$ cat config.mk
export PLATFORM = sky130hd
export DESIGN_NAME = sgb_kernel
export DESIGN_NICKNAME = d
export VERILOG_FILES = /design/src/design/sgb_pkg.sv /design/src/design/sgb_kernel.sv
export SDC_FILE = /design/constraint.sdc
export NUM_CORES = 2
export LEC_CHECK = 0
export ABC_AREA = 1
export BUFFER_PORTS_ARGS = -buffer_cell sky130_fd_sc_hd__buf_2
export CAP_MARGIN = 20
export CORE_MARGIN = 5
export CORE_UTILIZATION = 60
export CTS_BUF_LIST = sky130_fd_sc_hd__clkbuf_16
export CTS_CLUSTER_DIAMETER = 30
export DETAILED_ROUTE_END_ITERATION = 10
export GPL_TIMING_DRIVEN = 0
export PLACE_DENSITY_LB_ADDON = 0.15
export SYNTH_ARGS = -nofsm -noshare
export SYNTH_HDL_FRONTEND = slang
export SYNTH_SLANG_ARGS = --single-unit
$ cat constraint.sdc
create_clock -name clk -period 16.7 [get_ports clk]
set_input_delay 3.34 -clock clk [delete_from_list [all_inputs] [get_ports clk]]
set_output_delay 3.34 -clock clk [all_outputs]
set_load 0.01 [all_outputs]
$ cat src/design/sgb_pkg.sv
`default_nettype none
package sgb_pkg;

  localparam int PIX_W      = 8;
  localparam int NTAPS      = 13;
  localparam int ROWS       = 16;
  localparam int ROW_SEL_W  = 4;
  localparam int MIN_SIZE   = 16;
  localparam int MAX_HEIGHT = 4096;
  localparam int WIDTH_W    = 11;
  localparam int HEIGHT_W   = 13;
  localparam int ROW_W      = 13;
  localparam int CFG_W      = 13;
  localparam int PROD_W     = 16;
  localparam int SUM_W      = 18;
  localparam int RECIP_W    = 21;
  localparam int RECIP_SH   = 28;

  typedef enum logic [1:0] {
    MODE_D3  = 2'd0,
    MODE_D7A = 2'd1,
    MODE_D7B = 2'd2,
    MODE_D13 = 2'd3
  } mode_t;

  typedef enum logic [1:0] {
    REG_WIDTH  = 2'd0,
    REG_HEIGHT = 2'd1,
    REG_MODE   = 2'd2,
    REG_NONE   = 2'd3
  } reg_idx_t;

  typedef logic [PIX_W-1:0] taps_t [NTAPS];

  function automatic logic [2:0] radius(input mode_t m);
    unique case (m)
      MODE_D3:  radius = 3'd1;
      MODE_D7A: radius = 3'd3;
      MODE_D7B: radius = 3'd3;
      MODE_D13: radius = 3'd6;
      default:  radius = 3'd1;
    endcase
  endfunction

  // Weight of tap i; taps beyond the window weigh zero.
  function automatic logic [7:0] weight(input mode_t m, input int i);
    int r;
    int d;
    int k;
    r = int'(radius(m));
    d = (i < r) ? (r - i) : (i - r);
    k = r - d;
    weight = 8'd0;
    if (i <= 2 * r) begin
      unique case (m)
        MODE_D7A: begin
          unique case (k)
            0: weight = 8'd1;
            1: weight = 8'd10;
            2: weight = 8'd40;
            default: weight = 8'd64;
          endcase
        end
        MODE_D7B: begin
          unique case (k)
            0: weight = 8'd71;
            1: weight = 8'd131;
            2: weight = 8'd189;
            default: weight = 8'd213;
          endcase
        end
        MODE_D13: begin
          unique case (k)
            0: weight = 8'd1;
            1: weight = 8'd5;
            2: weight = 8'd14;
            3: weight = 8'd33;
            4: weight = 8'd60;
            5: weight = 8'd88;
            default: weight = 8'd99;
          endcase
        end
        default: weight = 8'd0;
      endcase
    end
  endfunction

  // ceil(2^28 / divisor): exact quotient for sums below 2^18.
  function automatic logic [RECIP_W-1:0] recip(input mode_t m);
    unique case (m)
      MODE_D7A: recip = 21'd1617082;
      MODE_D7B: recip = 21'd269785;
      MODE_D13: recip = 21'd535800;
      default:  recip = 21'd0;
    endcase
  endfunction

endpackage
`default_nettype wire

$ cat src/design/sgb_kernel.sv
`default_nettype none
// Three stages: weighted taps, sum, divide by reciprocal multiply.
module sgb_kernel (
  input  wire logic                          clk,
  input  wire logic                          en,
  input  wire sgb_pkg::mode_t                mode,
  input  wire sgb_pkg::taps_t                taps,
  output logic [sgb_pkg::PIX_W-1:0]          q
);

  logic [sgb_pkg::PROD_W-1:0] prod_next [sgb_pkg::NTAPS];
  logic [sgb_pkg::PROD_W-1:0] prod [sgb_pkg::NTAPS];
  sgb_pkg::mode_t mode_p;
  sgb_pkg::mode_t mode_s;
  logic [sgb_pkg::SUM_W+1:0] sum_next;
  logic [sgb_pkg::SUM_W-1:0] sum;
  logic [sgb_pkg::SUM_W+sgb_pkg::RECIP_W-1:0] scaled;

  always_comb begin
    for (int i = 0; i < sgb_pkg::NTAPS; i++) begin
      if (mode == sgb_pkg::MODE_D3) begin
        // 3-tap mode truncates each term on its own
        if (i == 1) begin
          prod_next[i] = sgb_pkg::PROD_W'(taps[i] >> 1);
        end else if (i == 0 || i == 2) begin
          prod_next[i] = sgb_pkg::PROD_W'(taps[i] >> 2);
        end else begin
          prod_next[i] = '0;
        end
      end else begin
        prod_next[i] = sgb_pkg::PROD_W'(taps[i]) *
                       sgb_pkg::PROD_W'(sgb_pkg::weight(mode, i));
      end
    end
  end

  always_comb begin
    sum_next = '0;
    for (int i = 0; i < sgb_pkg::NTAPS; i++) begin
      sum_next = sum_next + (sgb_pkg::SUM_W+2)'(prod[i]);
    end
  end

  assign scaled = (sgb_pkg::SUM_W+sgb_pkg::RECIP_W)'(sum) *
                  (sgb_pkg::SUM_W+sgb_pkg::RECIP_W)'(sgb_pkg::recip(mode_s));

  always_ff @(posedge clk) begin
    if (en) begin
      mode_p <= mode;
      prod   <= prod_next;
      mode_s <= mode_p;
      sum    <= sum_next[sgb_pkg::SUM_W-1:0];
      if (mode_s == sgb_pkg::MODE_D3) begin
        q <= sum[sgb_pkg::PIX_W-1:0];
      end else begin
        q <= scaled[sgb_pkg::RECIP_SH+sgb_pkg::PIX_W-1:sgb_pkg::RECIP_SH];
      end
    end
  end

endmodule
`default_nettype wire

==> flow_summary.yaml <==
final_layout:
  area_delta_synth_final_pct: 8.76
  nFillCells: 6232
  final_nets: 6766
  final_layout_size_suffix_gt1_share_pct: 5.26
timing:
  setup_tns_ps: 0
  post-route-period-util_pct: 55.2
  finalClockSkew_ps: 75.7
  slew_headroom_pct: 31.4
  tightest_slew_ps: 1030
  clock.fmax_mhz: 108
  period_needed_ps: 9220
  slew_viol_final: 0
  rsz0062_at_grt: "false"
  setup_violations: 0
  hold_violations: 0
clock_network:
  cts_tree: "built"
  cts-htree-levels: 2
  cts_resized: 0
  cts_setup_buffers: 0
  cts_root_buf: "clkbuf_16"
  clkSlewWorstSetupHoldPaths_ps: 50
  cts.hold.buffers_added: 0
  cts.path.max_buffers: 3
  cts_buffers: 56
  cts.sinks: 237
  insertion_delay_ps: 650
synthesis:
  yosys_warnings: 0
  synth.avg_cell_area_um2: 8.69
  synth-main-ff-cell: "edfxtp_1"
  yosysMostFrequentCell: "inv_1"
  syn_inst: 5076
  synth.distinct_cells: 40
  yosysTopAreaCell: "fa_1"
  synth_area_leaders: "fa_1, ha_1, edfxtp_1, inv_1, nand2_1"
  ys_ff_latch: 237
  syn-cell-area_mm2: 0.0441
  synth_nets: 6587
  synth.top_cell.area_share_pct: 31.5
  synth_edf_count: 237
  async_flop_share_pct: 0
  ys_top_cells_by_count: "inv_1, nand2_1, ha_1"
  ys_seq_area_share_pct: 16.1
global_routing:
  grt_max_degree: 130
  busiest_layer: "met2"
  grt_pass1_vias: 34500
  grt_util_met1_pct: 40.9
  use_met3_pct: 4.75
  overflow: 0
  grtUsageMet2_pct: 51.4
  grt_pass1_wl_mm: 187
  grt_util_all_layers_pct: 30.7
  antenna_found_initial: 0
run_status:
  status: "complete, no violations"
setup_path:
  critPathCaptureType: "flop"
  startpoint: "mode[0]"
  timing.rr.start: "mode_s[1]$_DFFE_PP_"
  crit_arrival_ps: 9580
  r2r_end: "q[7]$_DFFE_PP_"
  ff2ff_setup_slack_ps: 9890
  critPathMaxFanout: 10
  cp-start-kind: "input port"
  cp.required_ps: 17060
  r2r_cells: 26
  timing_worst_setup_path_type: "in -> reg"
drt:
  drc: 0
  ant_nets: 0
  wire_per_inst_um: 18.7
  routed_wl_mm: 117
  avgViaCountPerCell: 5.31
  dr.pass1.iters: 8
  vias: 33200
  first_iter_violations: 2553
place:
  place.gp.congestion: 0.978
  place_hpwl_mm: 101
  port_buffers: 115
worst_hold_path:
  hp-start: "mode_p[1]$_DFFE_PP_"
  hold_path_depth: 0
  worstHoldEndpoint: "mode_s[1]$_DFFE_PP_"
  hp-class: "reg -> reg"
die:
  coreArea_mm2: 0.0730
  die_h_um: 281
  die_area_mm2: 0.0791
  start_util_pct: 60.5
  die_x_um: 281
  rows: 99
  ios: 116
run:
  drv_cap: 0
==> cells in the final DEF, fill, tap and decap left out, drive strengths merged, types with 122 or more instances in the layout <==
cell type	instances
a21oi	274
buf	159
edfxtp	237
fa	695
ha	708
inv	1446
nand2	779
nand3	122
nor2	442
o21ai	179
==> final cells by class <==
class                      count  area [um^2]  share of cell area (%)
clock inverter                49          573                    1.19
clock buffer                  56         1400                    2.92
tap                          959         1200                    2.50
antenna                        2         5.00                  0.0104
sequential                   237         7120                    14.8
buffer                        69          305                   0.636
multi-input combinational   3339        31300                    65.3
inverter                    1431         5370                    11.2
timing repair buffer         121          684                    1.43
==> kinds of logic (layout without fill, tap and decap cells) <==
family	count (synthesis)	count (layout)	share of synthesized area (%)
flip-flops	237	237	16.1
buffers and inverters	1500	1726	12.9
other	1	3	0.00850
XOR/XNOR	29	29	0.576
AO/OA/AOI/OAI	505	505	6.09
AND/OR/NAND/NOR	1401	1401	12.7
adder cells (fa/ha/maj)	1403	1403	51.6
==> worst max-delay path: stages <==
cell and delay [ps]:
buf_2 170, clkbuf_1 500, inv_1 160, ha_1 240
inv_1 500, buf_2 360, clkbuf_1 700, nand2_1 180
fa_1 550, inv_1 50, fa_1 460, fa_1 540
inv_1 60, fa_1 540, inv_1 40, ha_1 330
a21oi_1 210, o21ai_1 120, nor2_1 180, o21ai_1 100
o21ai_0 150, a21oi_1 70
==> worst max path at each step <==
stage | end | slack (ps) | cells past startpoint
after floorplan | prod[43]$_SDFFCE_PP0P_ | 8720 | 21
after global routing | prod[172]$_SDFFCE_PP0P_ | 7150 | 23
after global placement | prod[171]$_SDFFCE_PP0P_ | 7040 | 22
final | prod[171]$_SDFFCE_PP0P_ | 7480 | 22
after detailed placement | prod[171]$_SDFFCE_PP0P_ | 6990 | 22
after CTS | prod[172]$_SDFFCE_PP0P_ | 7600 | 23
==> routing by layer <==
layer / wire [um] / share of wire (%)
met1: 48300 / 41
met2: 55800 / 48
met3: 8220 / 7.0
met4: 5050 / 4.3
met5: 0 / 0
==> through the flow <==
stage,util [%],hold WS [ps],worst slack (ps),instances,area (um^2)
5_1_grt,65.8,441,7150,6261,48000
6_report,65.8,428,7480,6263,48000
3_5_place_dp,63.1,419,6990,6155,46000
4_1_cts,65.8,428,7600,6260,48000
3_3_place_gp,62.9,401,7040,6150,45900
2_1_floorplan,-,400,8720,5076,44100
==> flip-flops by register name, summed over array words and instances (netlist names) <==
name    cells
sum        18
q           8
mode_p      2
mode_s      2
prod      207
Power is not shown: default switching activity piles up to over one toggle a cycle in this logic, so the estimate is an artifact.
